File: src/lpr_pkg.sv
// Shared constants and types for the LRU page replacement block.
package lpr_pkg;

    localparam int MAX_FRAMES_DEF = 16;
    localparam int PAGE_BITS_DEF  = 16;

    localparam int CFG_W   = 5;
    localparam logic [CFG_W-1:0] CFG_RESET = 5'd16;

    // Wide enough to hold any clamped frame count up to 64.
    localparam int CNT_W   = 7;
    localparam int RANK_W  = 4;
    localparam logic [RANK_W-1:0] RANK_MAX = 4'd15;
    localparam int SLOT_W  = 4;
    localparam int FAULT_W = 32;
    localparam int Q_DEPTH = 2;

    typedef struct packed {
        logic             final_ref;
        logic [CNT_W-1:0] active;
    } lpr_tag_t;

endpackage

File: src/lpr_front.sv
// Front end: frame-count register, input handshake and beat classification.
module lpr_front #(
    parameter int MAX_FRAMES = lpr_pkg::MAX_FRAMES_DEF,
    parameter int PAGE_BITS  = lpr_pkg::PAGE_BITS_DEF
) (
    input  logic                     aclk,
    input  logic                     aresetn,
    input  logic                     cfg_valid,
    output logic                     cfg_ready,
    input  logic [lpr_pkg::CFG_W-1:0] cfg_frames_in_use,
    input  logic                     s_valid,
    output logic                     s_ready,
    input  logic [PAGE_BITS-1:0]     s_page,
    input  logic                     s_final_ref,
    input  logic                     q_full,
    output logic                     q_push,
    output logic [PAGE_BITS-1:0]     q_page,
    output lpr_pkg::lpr_tag_t        q_tag
);

    logic [lpr_pkg::CFG_W-1:0] frames_in_use_reg;
    logic [lpr_pkg::CNT_W-1:0] cfg_wide;
    logic [lpr_pkg::CNT_W-1:0] active;

    assign cfg_ready = 1'b1;

    always_ff @(posedge aclk) begin
        if (!aresetn) begin
            frames_in_use_reg <= lpr_pkg::CFG_RESET;
        end else if (cfg_valid) begin
            frames_in_use_reg <= cfg_frames_in_use;
        end
    end

    // Clamp the frame count into 1..MAX_FRAMES.
    always_comb begin
        cfg_wide = lpr_pkg::CNT_W'(frames_in_use_reg);
        if (cfg_wide == '0) begin
            active = lpr_pkg::CNT_W'(1);
        end else if (cfg_wide > lpr_pkg::CNT_W'(MAX_FRAMES)) begin
            active = lpr_pkg::CNT_W'(MAX_FRAMES);
        end else begin
            active = cfg_wide;
        end
    end

    assign s_ready         = !q_full;
    assign q_push          = s_valid && !q_full;
    assign q_page          = s_page;
    assign q_tag.final_ref = s_final_ref;
    assign q_tag.active    = active;

endmodule

File: src/lpr_queue.sv
// Short FIFO between the front end and the frame table.
module lpr_queue #(
    parameter int W = 8
) (
    input  logic         aclk,
    input  logic         aresetn,
    input  logic         push,
    input  logic [W-1:0] din,
    output logic         full,
    input  logic         pop,
    output logic         valid,
    output logic [W-1:0] dout
);

    localparam int PTR_W = (lpr_pkg::Q_DEPTH > 1) ? $clog2(lpr_pkg::Q_DEPTH) : 1;
    localparam int CNT_QW = $clog2(lpr_pkg::Q_DEPTH + 1);

    logic [W-1:0]      mem_reg [lpr_pkg::Q_DEPTH];
    logic [PTR_W-1:0]  wr_ptr_reg, wr_ptr_next;
    logic [PTR_W-1:0]  rd_ptr_reg, rd_ptr_next;
    logic [CNT_QW-1:0] cnt_reg, cnt_next;

    assign full  = (cnt_reg == CNT_QW'(lpr_pkg::Q_DEPTH));
    assign valid = (cnt_reg != '0);
    assign dout  = mem_reg[rd_ptr_reg];

    always_comb begin
        wr_ptr_next = wr_ptr_reg;
        rd_ptr_next = rd_ptr_reg;
        cnt_next    = cnt_reg;
        if (push) begin
            wr_ptr_next = (wr_ptr_reg == PTR_W'(lpr_pkg::Q_DEPTH - 1)) ? '0
                                                                        : wr_ptr_reg + 1'b1;
        end
        if (pop) begin
            rd_ptr_next = (rd_ptr_reg == PTR_W'(lpr_pkg::Q_DEPTH - 1)) ? '0
                                                                        : rd_ptr_reg + 1'b1;
        end
        if (push && !pop) begin
            cnt_next = cnt_reg + 1'b1;
        end else if (pop && !push) begin
            cnt_next = cnt_reg - 1'b1;
        end
    end

    always_ff @(posedge aclk) begin
        if (!aresetn) begin
            wr_ptr_reg <= '0;
            rd_ptr_reg <= '0;
            cnt_reg    <= '0;
        end else begin
            wr_ptr_reg <= wr_ptr_next;
            rd_ptr_reg <= rd_ptr_next;
            cnt_reg    <= cnt_next;
        end
    end

    always_ff @(posedge aclk) begin
        if (push) begin
            mem_reg[wr_ptr_reg] <= din;
        end
    end

endmodule

File: src/lpr_back.sv
// Back end: frame table lookup, LRU ranking, fault count and result register.
module lpr_back #(
    parameter int MAX_FRAMES = lpr_pkg::MAX_FRAMES_DEF,
    parameter int PAGE_BITS  = lpr_pkg::PAGE_BITS_DEF
) (
    input  logic                        aclk,
    input  logic                        aresetn,
    input  logic                        q_valid,
    input  logic [PAGE_BITS-1:0]        q_page,
    input  lpr_pkg::lpr_tag_t           q_tag,
    output logic                        q_pop,
    output logic                        m_valid,
    input  logic                        m_ready,
    output logic                        m_hit,
    output logic [lpr_pkg::SLOT_W-1:0]  m_slot,
    output logic                        m_evicted_valid,
    output logic [PAGE_BITS-1:0]        m_evicted_page,
    output logic [lpr_pkg::FAULT_W-1:0] m_fault_total,
    output logic                        m_run_end
);

    localparam int IDX_W = (MAX_FRAMES > 1) ? $clog2(MAX_FRAMES) : 1;
    localparam int RANKS = 1 << lpr_pkg::RANK_W;
    localparam int LIM_W = lpr_pkg::RANK_W + 1;

    logic [PAGE_BITS-1:0]         page_reg  [MAX_FRAMES];
    logic [MAX_FRAMES-1:0]        valid_reg, valid_next;
    logic [lpr_pkg::RANK_W-1:0]   rank_reg  [MAX_FRAMES];
    logic [lpr_pkg::RANK_W-1:0]   rank_next [MAX_FRAMES];
    logic [lpr_pkg::FAULT_W-1:0]  fault_reg, fault_step, fault_next;

    logic                         out_valid_reg;
    logic                         hit_reg;
    logic [lpr_pkg::SLOT_W-1:0]   slot_reg;
    logic                         ev_valid_reg;
    logic [PAGE_BITS-1:0]         ev_page_reg;
    logic [lpr_pkg::FAULT_W-1:0]  fault_out_reg;
    logic                         run_end_reg;

    logic [MAX_FRAMES-1:0]        in_use, match, free;
    logic [RANKS-1:0]             rank_seen;
    logic [lpr_pkg::RANK_W-1:0]   max_rank;
    logic [IDX_W-1:0]             hit_pos, free_pos, victim_pos, pos;
    logic                         hit, ev_valid;
    logic [PAGE_BITS-1:0]         ev_page;
    logic [LIM_W-1:0]             limit;
    logic [31:0]                  pos_wide;
    logic                         take;

    assign take  = !out_valid_reg || m_ready;
    assign q_pop = q_valid && take;

    always_comb begin
        in_use    = '0;
        match     = '0;
        free      = '0;
        rank_seen = '0;
        hit_pos   = '0;
        free_pos  = '0;
        victim_pos = '0;
        max_rank  = '0;
        for (int j = 0; j < MAX_FRAMES; j++) begin
            in_use[j] = lpr_pkg::CNT_W'(j) < q_tag.active;
            match[j]  = in_use[j] && valid_reg[j] && (page_reg[j] == q_page);
            free[j]   = in_use[j] && !valid_reg[j];
        end
        // Lowest index wins: scan downward so the last write is the lowest.
        for (int j = MAX_FRAMES - 1; j >= 0; j--) begin
            if (match[j]) begin
                hit_pos = IDX_W'(j);
            end
            if (free[j]) begin
                free_pos = IDX_W'(j);
            end
        end
        for (int r = 0; r < RANKS; r++) begin
            for (int j = 0; j < MAX_FRAMES; j++) begin
                if (in_use[j] && rank_reg[j] == lpr_pkg::RANK_W'(r)) begin
                    rank_seen[r] = 1'b1;
                end
            end
        end
        for (int r = 0; r < RANKS; r++) begin
            if (rank_seen[r]) begin
                max_rank = lpr_pkg::RANK_W'(r);
            end
        end
        for (int j = MAX_FRAMES - 1; j >= 0; j--) begin
            if (in_use[j] && rank_reg[j] == max_rank) begin
                victim_pos = IDX_W'(j);
            end
        end

        hit      = |match;
        ev_valid = !hit && !(|free);
        if (hit) begin
            pos = hit_pos;
        end else if (|free) begin
            pos = free_pos;
        end else begin
            pos = victim_pos;
        end
        ev_page  = ev_valid ? page_reg[victim_pos] : '0;
        pos_wide = 32'(pos);
        limit    = hit ? {1'b0, rank_reg[hit_pos]} : LIM_W'(RANKS);
    end

    // Next table state for the beat at the head of the queue.
    always_comb begin
        valid_next = valid_reg;
        for (int j = 0; j < MAX_FRAMES; j++) begin
            rank_next[j] = rank_reg[j];
            if (in_use[j] && valid_reg[j] && IDX_W'(j) != pos
                && {1'b0, rank_reg[j]} < limit && rank_reg[j] != lpr_pkg::RANK_MAX) begin
                rank_next[j] = rank_reg[j] + 1'b1;
            end
        end
        rank_next[pos]  = '0;
        valid_next[pos] = 1'b1;

        if (hit || fault_reg == '1) begin
            fault_step = fault_reg;
        end else begin
            fault_step = fault_reg + 1'b1;
        end
        fault_next = fault_step;

        // Close the run: drop all frames, ranks and the count.
        if (q_tag.final_ref) begin
            valid_next = '0;
            fault_next = '0;
            for (int j = 0; j < MAX_FRAMES; j++) begin
                rank_next[j] = '0;
            end
        end
    end

    always_ff @(posedge aclk) begin
        if (!aresetn) begin
            valid_reg     <= '0;
            fault_reg     <= '0;
            out_valid_reg <= 1'b0;
            for (int j = 0; j < MAX_FRAMES; j++) begin
                rank_reg[j] <= '0;
            end
        end else begin
            if (q_pop) begin
                valid_reg <= valid_next;
                fault_reg <= fault_next;
                for (int j = 0; j < MAX_FRAMES; j++) begin
                    rank_reg[j] <= rank_next[j];
                end
            end
            if (q_pop) begin
                out_valid_reg <= 1'b1;
            end else if (m_ready) begin
                out_valid_reg <= 1'b0;
            end
        end
    end

    always_ff @(posedge aclk) begin
        if (q_pop) begin
            page_reg[pos] <= q_page;
            hit_reg       <= hit;
            slot_reg      <= pos_wide[lpr_pkg::SLOT_W-1:0];
            ev_valid_reg  <= ev_valid;
            ev_page_reg   <= ev_page;
            fault_out_reg <= fault_step;
            run_end_reg   <= q_tag.final_ref;
        end
    end

    assign m_valid         = out_valid_reg;
    assign m_hit           = hit_reg;
    assign m_slot          = slot_reg;
    assign m_evicted_valid = ev_valid_reg;
    assign m_evicted_page  = ev_page_reg;
    assign m_fault_total   = fault_out_reg;
    assign m_run_end       = run_end_reg;

endmodule

File: src/lru_page_replacement_top.sv
// Top level of the LRU page replacement block.
//
//  channel | direction | handshake            | beat carries
//  --------+-----------+----------------------+-------------------------------------------
//  cfg     | in        | cfg_valid/cfg_ready  | cfg_frames_in_use
//  s       | in        | s_valid/s_ready      | s_page, s_final_ref
//  m       | out       | m_valid/m_ready      | m_hit, m_slot, m_evicted_valid,
//          |           |                      | m_evicted_page, m_fault_total, m_run_end
//
// One reference per cycle sustained while m_ready is held high; each beat is written into the
// queue, sits at the queue head while the frame table is searched, then lands in the
// result register that drives m_valid.
// The frame table compare, rank update and victim pick are combinational.
// Reset is synchronous, active low; frames, ranks, count and queue are empty after it.
// A stalled m side fills the queue, after which s_ready drops; cfg_ready is always high.
module lru_page_replacement_top #(
    parameter int MAX_FRAMES = lpr_pkg::MAX_FRAMES_DEF,
    parameter int PAGE_BITS  = lpr_pkg::PAGE_BITS_DEF
) (
    input  logic                        aclk,
    input  logic                        aresetn,
    input  logic                        cfg_valid,
    output logic                        cfg_ready,
    input  logic [lpr_pkg::CFG_W-1:0]   cfg_frames_in_use,
    input  logic                        s_valid,
    output logic                        s_ready,
    input  logic [PAGE_BITS-1:0]        s_page,
    input  logic                        s_final_ref,
    output logic                        m_valid,
    input  logic                        m_ready,
    output logic                        m_hit,
    output logic [lpr_pkg::SLOT_W-1:0]  m_slot,
    output logic                        m_evicted_valid,
    output logic [PAGE_BITS-1:0]        m_evicted_page,
    output logic [lpr_pkg::FAULT_W-1:0] m_fault_total,
    output logic                        m_run_end
);

    localparam int QW = PAGE_BITS + $bits(lpr_pkg::lpr_tag_t);

    logic                  q_push, q_full, q_pop, q_valid;
    logic [PAGE_BITS-1:0]  f_page, b_page;
    lpr_pkg::lpr_tag_t     f_tag, b_tag;
    logic [QW-1:0]         q_dout;

    lpr_front #(
        .MAX_FRAMES (MAX_FRAMES),
        .PAGE_BITS  (PAGE_BITS)
    ) u_front (
        .aclk              (aclk),
        .aresetn           (aresetn),
        .cfg_valid         (cfg_valid),
        .cfg_ready         (cfg_ready),
        .cfg_frames_in_use (cfg_frames_in_use),
        .s_valid           (s_valid),
        .s_ready           (s_ready),
        .s_page            (s_page),
        .s_final_ref       (s_final_ref),
        .q_full            (q_full),
        .q_push            (q_push),
        .q_page            (f_page),
        .q_tag             (f_tag)
    );

    lpr_queue #(
        .W (QW)
    ) u_queue (
        .aclk    (aclk),
        .aresetn (aresetn),
        .push    (q_push),
        .din     ({f_page, f_tag}),
        .full    (q_full),
        .pop     (q_pop),
        .valid   (q_valid),
        .dout    (q_dout)
    );

    assign b_page = q_dout[QW-1 -: PAGE_BITS];
    assign b_tag  = q_dout[$bits(lpr_pkg::lpr_tag_t)-1:0];

    lpr_back #(
        .MAX_FRAMES (MAX_FRAMES),
        .PAGE_BITS  (PAGE_BITS)
    ) u_back (
        .aclk            (aclk),
        .aresetn         (aresetn),
        .q_valid         (q_valid),
        .q_page          (b_page),
        .q_tag           (b_tag),
        .q_pop           (q_pop),
        .m_valid         (m_valid),
        .m_ready         (m_ready),
        .m_hit           (m_hit),
        .m_slot          (m_slot),
        .m_evicted_valid (m_evicted_valid),
        .m_evicted_page  (m_evicted_page),
        .m_fault_total   (m_fault_total),
        .m_run_end       (m_run_end)
    );

endmodule

File: config.mk
export PLATFORM = sky130hd
export DESIGN_NAME = lru_page_replacement_top
export DESIGN_NICKNAME = d
export VERILOG_FILES = /design/src/lpr_pkg.sv /design/src/lpr_front.sv /design/src/lpr_queue.sv /design/src/lpr_back.sv /design/src/lru_page_replacement_top.sv
export SDC_FILE = /design/constraint.sdc
export NUM_CORES = 1
export LEC_CHECK = 0
export ABC_AREA = 1
export BUFFER_PORTS_ARGS = -buffer_cell sky130_fd_sc_hd__buf_2
export CAP_MARGIN = 20
export CORE_MARGIN = 2
export CORE_UTILIZATION = 29
export DETAILED_ROUTE_END_ITERATION = 8
export PLACE_DENSITY = 0.51
export SLEW_MARGIN = 15
export SYNTH_ARGS = -nofsm -noshare
export SYNTH_HDL_FRONTEND = slang
export SYNTH_SLANG_ARGS = --single-unit
File: constraint.sdc
create_clock -name aclk -period 5.72 [get_ports aclk]
set_input_delay 1.144 -clock aclk [delete_from_list [all_inputs] [get_ports aclk]]
set_output_delay 1.144 -clock aclk [all_outputs]
set_load 0.02 [all_outputs]
==> metrics.md, run 1 <==
| Metric | Value |
|---|---|
| Family with the most delay on the worst path | buffers and inverters |
| Height of the die | 338 µm |
| Run status | finished, final reports clean |
| Post-layout nets | 4872 |
| Estimated wirelength of the detail-placed design | 117000 µm |
| EDFF count, synth | 419 |
| Routed length per instance | 23.7 µm |
| Cell type with the highest occurrence count on the critical path | sky130_fd_sc_hd__buf_4 |
| Net Count, Synth | 4158 |
| Number of antenna-violating nets in the routed design | 0 |
| Share of final-layout standard cells stronger than drive strength 1 | 26.8% |
| Site Rows | 122 |
| Aggregate global routing overflow | 0 |
| Time the worst path needs with I/O delays and setup | 5.67 ns |
| Post-synthesis sequential element count | 478 |
| Die outline area | 114000 µm² |
| Cell variety after synth | 68 |
| Worst setup margin | 0.0484 ns |
| Initial core utilization | 29.2% |
| Setup repair after global routing missed its margin | true |
| Number of I/O port buffers | 83 |
| Maximum number of pins on one net before global-route repair | 68 |
| Highest Clock Rate | 0.176 GHz |
| Worst hold path cell count | 1 |
| CP Class | reg2reg |
| Worst-case clock skew | 0.0651 ns |
| Worst setup slack for register-to-register paths | 0.05 ns |
| Overall routed net length | 149000 µm |
| DRC marker count from the first detailed-route iteration | 3823 |
| Element type at the critical path start | flip-flop |
| Buffer levels on the longest clock path | 3 |
| Fill count | 11300 |
| Count of vias placed by the detailed router | 32400 |
| Total GRT Usage | 25.1% |
| Synthesis-to-finish area growth | 36.6% |
| Number of stages on the worst setup path | 33 |
| Most used flip-flop cell after synthesis | sky130_fd_sc_hd__edfxtp_1 |
| Drc violations | 0 |
| Max stage delay cell, worst path | sky130_fd_sc_hd__a221o_2 |
| First-pass iteration count of the detailed router | 6 |
| Commonest non-fill, non-tap cells in the layout | 678 x sky130_fd_sc_hd__nand2_1, 597 x sky130_fd_sc_hd__buf_4, 526 x sky130_fd_sc_hd__inv_1, 419 x sky130_fd_sc_hd__edfxtp_1, 343 x sky130_fd_sc_hd__nor2_1 |
| Clock tree from TritonCTS | yes |
| Class of the most critical hold timing path | reg2reg |
| Reported max-cap violation count | 0 |
| Proportion of synthesized flip-flops having asynchronous set or reset | 0% |
| Mean Syn Cell Area | 8.05 µm² |
| Worst-margin pin slew | 1.01 ns |
| Synth Warn # | 0 |
| Final weighted congestion in routability-driven placement | 1.04 |
| Number of antenna violations at the first check in global routing | 0 |
| FF-to-FF path depth | 33 |
| Portion of the post-synthesis area used by sequential elements | 42.6% |
| Library cell used as clock root buffer | sky130_fd_sc_hd__clkbuf_16 |
| Vias in the first global route | 30200 |
| Area inside the core boundary | 111000 µm² |
| Delay of the slowest critical-path stage | 0.45 ns |
| Number of levels the H-tree was split into | 2 |
| Sink Count | 478 |
| Hold violation total from the final report | 0 |
| Required arrival time at the worst endpoint | 6.10 ns |
| Post-Synthesis Cell Area | 32300 µm² |
| Final Cycle Share | 99.2% |
| First-pass GRT wire length | 208000 µm |
| Inserted Clock Buffers | 56 |
| Via-per-instance ratio | 5.17 |
| Post-Synthesis Cells | 4017 |
| Largest fanout of any net on the critical path | 14 |
| Clock transition at the registers of the reported paths | 0.06 ns |
| Max Slew Vio Count | 0 |
| Flip-flop count of the largest register after layout | 256 |
| Arrival time at the worst endpoint | 6.05 ns |
| Number of setup violations in the final report | 0 |
| Remaining max-slew budget at the tightest pin | 32.6% |
| Sum of buffers and inverters on the critical path | 12 |
| Dpl ws | -0.557 ns |
| Top-level port count | 85 |
| Most common cell after layout, fill and taps aside | sky130_fd_sc_hd__nand2_1 |
| Horizontal die dimension | 338 µm |
| Count of antenna diodes in the layout | 0 |
| Kind of capture point of the worst setup path | flip-flop |
| Clock latency at the later pin of the worst-skew pair | 0.69 ns |
worst paths after layout:
check	startpoint	endpoint
setup / recovery	flip-flop	u_back.rank_reg[9][2]
hold / removal	u_queue.rd_ptr_reg	u_queue.rd_ptr_reg
setup reg to reg	flip-flop	u_back.rank_reg[9][2]
hold reg to reg	u_queue.rd_ptr_reg	u_queue.rd_ptr_reg
worst reg2reg max path, delay by kind of cell (launching register included):
family,cells,cell delay (ns)
AOI/OAI and AO/OA,8,1.15
and+or+nand+nor,12,1.65
DFF,1,0.40
adders and majority gates,1,0.29
buffers and inverters,12,1.91
layout make-up:
type / instances / area [µm²] / area share [%]
sequential: 478 / 13800 / 31.2
clock inverter: 36 / 430 / 0.975
tap: 1488 / 1860 / 4.22
clock buffer: 66 / 1500 / 3.40
inverter: 559 / 2120 / 4.80
timing repair buffer: 793 / 6970 / 15.8
multi-input combinational: 2843 / 17500 / 39.6
cells by family (layout without fill, tap and decap cells):
family          count (synthesis)  in the layout  share of synthesized area, %
simple gates                 1973           1975                          28.7
buf+inv                       698           1454                          8.64
compound gates                495            495                          8.71
flops                         478            478                          42.6
xor+xnor                      258            258                          6.99
fa+ha+maj                     114            114                          4.41
other cells                     1              1                        0.0116
per-layer routing:
layer,vias to the layer above,GRT usage [%],part of all wire [%]
li1,15100,-,-
met1,15600,36.0,45
met2,1477,37.0,42
met3,238,4.94,9.1
met4,0,9.19,3.9
met5,-,0,0
repair_timing:
action / in CTS / in global routing
buffers inserted: 25 / 47
setup endpoints to repair: 352 / 354
hold buffers: 0 / 0
resized for setup: 68 / 371
gates cloned: 1 / 15
pin swaps: 26 / 112
metrics by stage:
| stage | utilization, % | area (µm²) | TNS (ns) | instances | hold WS (ns) |
|---|---|---|---|---|---|
| floorplan | - | 32300 | 0 | 4017 | 0.426 |
| global placement | 35.6 | 39400 | -150.42 | 6074 | 0.437 |
| detailed placement | 35.6 | 39400 | -158.23 | 6074 | 0.444 |
| CTS | 37.8 | 41800 | 0 | 6202 | 0.452 |
| global route | 39.9 | 44100 | -26.23 | 6263 | 0.474 |
| finish | 39.9 | 44100 | 0 | 6263 | 0.453 |
synthesized netlist by cell type, types with 6 or more instances:
master | count | area [µm²]
sky130_fd_sc_hd__inv_1 | 538 | 2020
sky130_fd_sc_hd__inv_2 | 16 | 60.1
sky130_fd_sc_hd__o21ai_0 | 174 | 871
sky130_fd_sc_hd__xnor2_1 | 23 | 201
sky130_fd_sc_hd__a31oi_1 | 10 | 62.6
sky130_fd_sc_hd__nor4_1 | 79 | 494
sky130_fd_sc_hd__o211ai_1 | 46 | 345
sky130_fd_sc_hd__o21a_1 | 6 | 45.0
sky130_fd_sc_hd__o22ai_1 | 19 | 119
sky130_fd_sc_hd__nand2_2 | 24 | 150
sky130_fd_sc_hd__nand4_1 | 137 | 857
sky130_fd_sc_hd__a21oi_1 | 181 | 906
sky130_fd_sc_hd__nand3_1 | 425 | 2130
sky130_fd_sc_hd__buf_2 | 36 | 180
sky130_fd_sc_hd__nor2_1 | 375 | 1410
sky130_fd_sc_hd__or2_2 | 23 | 144
sky130_fd_sc_hd__dfxtp_1 | 59 | 1180
sky130_fd_sc_hd__and2_1 | 6 | 37.5
sky130_fd_sc_hd__and3_1 | 7 | 43.8
sky130_fd_sc_hd__clkbuf_1 | 66 | 248
sky130_fd_sc_hd__o2111ai_1 | 7 | 61.3
sky130_fd_sc_hd__nor3_1 | 75 | 375
sky130_fd_sc_hd__nand2_1 | 744 | 2790
sky130_fd_sc_hd__nor2_4 | 6 | 67.6
sky130_fd_sc_hd__nand3_2 | 12 | 120
sky130_fd_sc_hd__nand3b_1 | 23 | 173
sky130_fd_sc_hd__o21ai_1 | 20 | 100
sky130_fd_sc_hd__buf_6 | 10 | 113
sky130_fd_sc_hd__ha_1 | 114 | 1430
sky130_fd_sc_hd__xor2_1 | 235 | 2060
sky130_fd_sc_hd__buf_4 | 13 | 97.6
sky130_fd_sc_hd__edfxtp_1 | 419 | 12600
sky130_fd_sc_hd__buf_1 | 14 | 52.6
Power of run 1 is not shown: default switching activity piles up to over one toggle a cycle in this logic, so the estimate is an artifact.
==> inputs of run 2 (changes only) <==
--- a/config.mk
+++ b/config.mk
@@ -11,6 +11,7 @@
 export CORE_MARGIN = 2
 export CORE_UTILIZATION = 29
 export DETAILED_ROUTE_END_ITERATION = 8
+export MAX_ROUTING_LAYER = met4
 export PLACE_DENSITY = 0.51
 export SLEW_MARGIN = 15
 export SYNTH_ARGS = -nofsm -noshare
==> constraint.sdc (replaced) <==
create_clock -name aclk -period 5.72 [get_ports aclk]
set_input_delay 0.286 -clock aclk [delete_from_list [all_inputs] [get_ports aclk]]
set_output_delay 0.286 -clock aclk [all_outputs]
set_load 0.02 [all_outputs]
==> metrics.md, run 2 (synthesized netlist as in run 1, its figures left out) <==
| Metric | Value |
|---|---|
| Height of the die | 338 µm (unchanged) |
| Run status | finished with violations |
| Final TNS setup | -2.28 ns (-2.28 ns) |
| Initial core utilization | 29.2% (unchanged) |
| Number of levels the H-tree was split into | 2 (unchanged) |
| Element type at the critical path start | flip-flop |
| Final Cycle Share | 102% (+3.0 points) |
| Inserted Clock Buffers | 56 (unchanged) |
| Number of antenna-violating nets in the routed design | 0 (unchanged) |
| Most common cell after layout, fill and taps aside | sky130_fd_sc_hd__buf_4 |
| Post-Place Cell Area | 40500 µm² (+2.7%) |
| Horizontal die dimension | 338 µm (unchanged) |
| Via-per-instance ratio | 5.15 (-0.38%) |
| Sink Count | 478 (unchanged) |
| Overall routed net length | 158000 µm (+6.2%) |
| Max stage delay cell, worst path | sky130_fd_sc_hd__dfxtp_4 |
| Arrival time at the worst endpoint | 6.27 ns (+0.22 ns) |
| Total GRT Usage | 27.5% (+2.5 points) |
| Time the worst path needs with I/O delays and setup | 5.85 ns (+0.174 ns) |
| Area of all placed cells without fillers | 45800 µm² (+3.8%) |
| Site Rows | 122 (unchanged) |
| First-pass GRT wire length | 220000 µm (+5.5%) |
| Hold violation total from the final report | 0 (unchanged) |
| Delay of the slowest critical-path stage | 0.40 ns (-0.05 ns) |
| Number of antenna violations at the first check in global routing | 4 (+4) |
| Final weighted congestion in routability-driven placement | 1.06 (+1.9%) |
| Count of vias placed by the detailed router | 33300 (+3.0%) |
| Failing checks | setup timing |
| Reported max-cap violation count | 0 (unchanged) |
| Worst setup margin | -0.126 ns (-0.174 ns) |
| Maximum number of pins on one net before global-route repair | 55 (-19%) |
| Cell type with the highest occurrence count on the critical path | sky130_fd_sc_hd__buf_4 |
| Number of I/O port buffers | 83 (unchanged) |
| Vias in the first global route | 30800 (+2.1%) |
| Remaining max-slew budget at the tightest pin | 11.6% (-21 points) |
| Die outline area | 114000 µm² (unchanged) |
| DRC marker count from the first detailed-route iteration | 3718 (-2.7%) |
| Class of the most critical hold timing path | in2reg |
| Share of final-layout standard cells stronger than drive strength 1 | 29.7% (+2.9 points) |
| Max Slew Vio Count | 0 (unchanged) |
| Commonest non-fill, non-tap cells in the layout | 755 x sky130_fd_sc_hd__buf_4, 654 x sky130_fd_sc_hd__nand2_1, 516 x sky130_fd_sc_hd__inv_1, 419 x sky130_fd_sc_hd__edfxtp_1, 369 x sky130_fd_sc_hd__nand3_1 |
| Number of setup violations in the final report | 56 (+56) |
| Clock latency at the later pin of the worst-skew pair | 0.71 ns (+0.02 ns) |
| Required arrival time at the worst endpoint | 6.14 ns (+0.04 ns) |
| Routed length per instance | 24.4 µm (+2.7%) |
| Kind of capture point of the worst setup path | flip-flop |
| Area inside the core boundary | 111000 µm² (unchanged) |
| Estimated wirelength of the detail-placed design | 123000 µm (+5.8%) |
| Setup repair after global routing missed its margin | true |
| Aggregate global routing overflow | 0 (unchanged) |
| Synthesis-to-finish area growth | 41.8% |
| Worst-case clock skew | 0.0646 ns (-0.000445 ns) |
| CP Class | reg2reg |
| Clock transition at the registers of the reported paths | 0.06 ns (about the same) |
| Clock tree from TritonCTS | yes |
| Drc violations | 0 (unchanged) |
| Library cell used as clock root buffer | sky130_fd_sc_hd__clkbuf_16 |
| First-pass iteration count of the detailed router | 6 (unchanged) |
| Top-level port count | 85 (unchanged) |
| Highest Clock Rate | 0.171 GHz (-3.0%) |
| Largest fanout of any net on the critical path | 8 (-6) |
| Post-layout nets | 5082 (+4.3%) |
| Buffer levels on the longest clock path | 3 (unchanged) |
| Worst-margin pin slew | 1.32 ns (+0.314 ns) |
| Flip-flop count of the largest register after layout | 256 (unchanged) |
[run 2: cell types whose count changed in the layout (fill, tap and decap cells not counted), moves of 21 or more]
cell,change
sky130_fd_sc_hd__buf_4,+158
sky130_fd_sc_hd__buf_6,+22
sky130_fd_sc_hd__dlygate4sd3_1,+30
sky130_fd_sc_hd__nand2_1,-24
sky130_fd_sc_hd__nand2_2,+21
sky130_fd_sc_hd__nand3_1,+32
sky130_fd_sc_hd__nand3_2,-27
[run 2: what timing repair did]
item	CTS	global route
hold buffers	30	0
pin swaps	64	131
cloned	3	10
endpoints found under the setup margin	354	354
endpoints found under the hold margin	41	0
gates resized for setup	149	334
buffers inserted	38	78
[run 2: metal layers]
| metal | wire length [µm] | track usage, % | vias up |
|---|---|---|---|
| met5 | 0 | - | - |
| met4 | 4560 | 6.30 | 0 |
| met3 | 13600 | 4.24 | 191 |
| met2 | 66600 | 39.8 | 1516 |
| met1 | 73000 | 40.2 | 16100 |
| li1 | - | - | 15500 |
[run 2: critical path: cells and delay by family (launching register included)]
kind	cells	cell delay, ns
flip-flops	1	0.40
AND/OR/NAND/NOR	19	3.00
AO/OA/AOI/OAI	3	0.38
buffers and inverters	10	1.78
[run 2: layout make-up]
| type | count | area [µm²] |
|---|---|---|
| multi-input cells | 2843 | 17500 |
| clock buffers | 62 | 1440 |
| flip-flops and latches | 478 | 13800 |
| fillers | 11200 | 64800 |
| clock inverters | 41 | 454 |
| well taps | 1488 | 1860 |
| repair inverters | 1 | 6.26 |
| repair buffers | 1002 | 8650 |
| diodes | 1 | 2.50 |
| inverters | 559 | 2130 |
[run 2: final timing paths]
check | endpoint | cells past startpoint | from | slack, ns
worst max-delay path | u_back.page_reg[8][5] | 32 | flip-flop | -0.13
worst min-delay path | u_queue.wr_ptr_reg | 3 | aresetn | 0.09
worst max register to register | u_back.page_reg[8][5] | 32 | flip-flop | -0.13
worst min register to register | u_queue.rd_ptr_reg | 1 | u_queue.rd_ptr_reg | 0.47
[run 2: stage by stage]
stage / worst slack (ns) / cells / hold WS [ns] / util, %
5_1_grt: -0.344 / 6475 / 0.102 / 41.4
4_1_cts: -0.0416 / 6389 / 0.0449 / 39.5
6_report: -0.126 / 6475 / 0.0890 / 41.4
3_5_place_dp: -0.866 / 6216 / 0.449 / 36.6
3_3_place_gp: -0.904 / 6216 / 0.437 / 36.6
2_1_floorplan: 0.186 / 4017 / 0.385 / -
Power of run 2 is left out for the same reason.
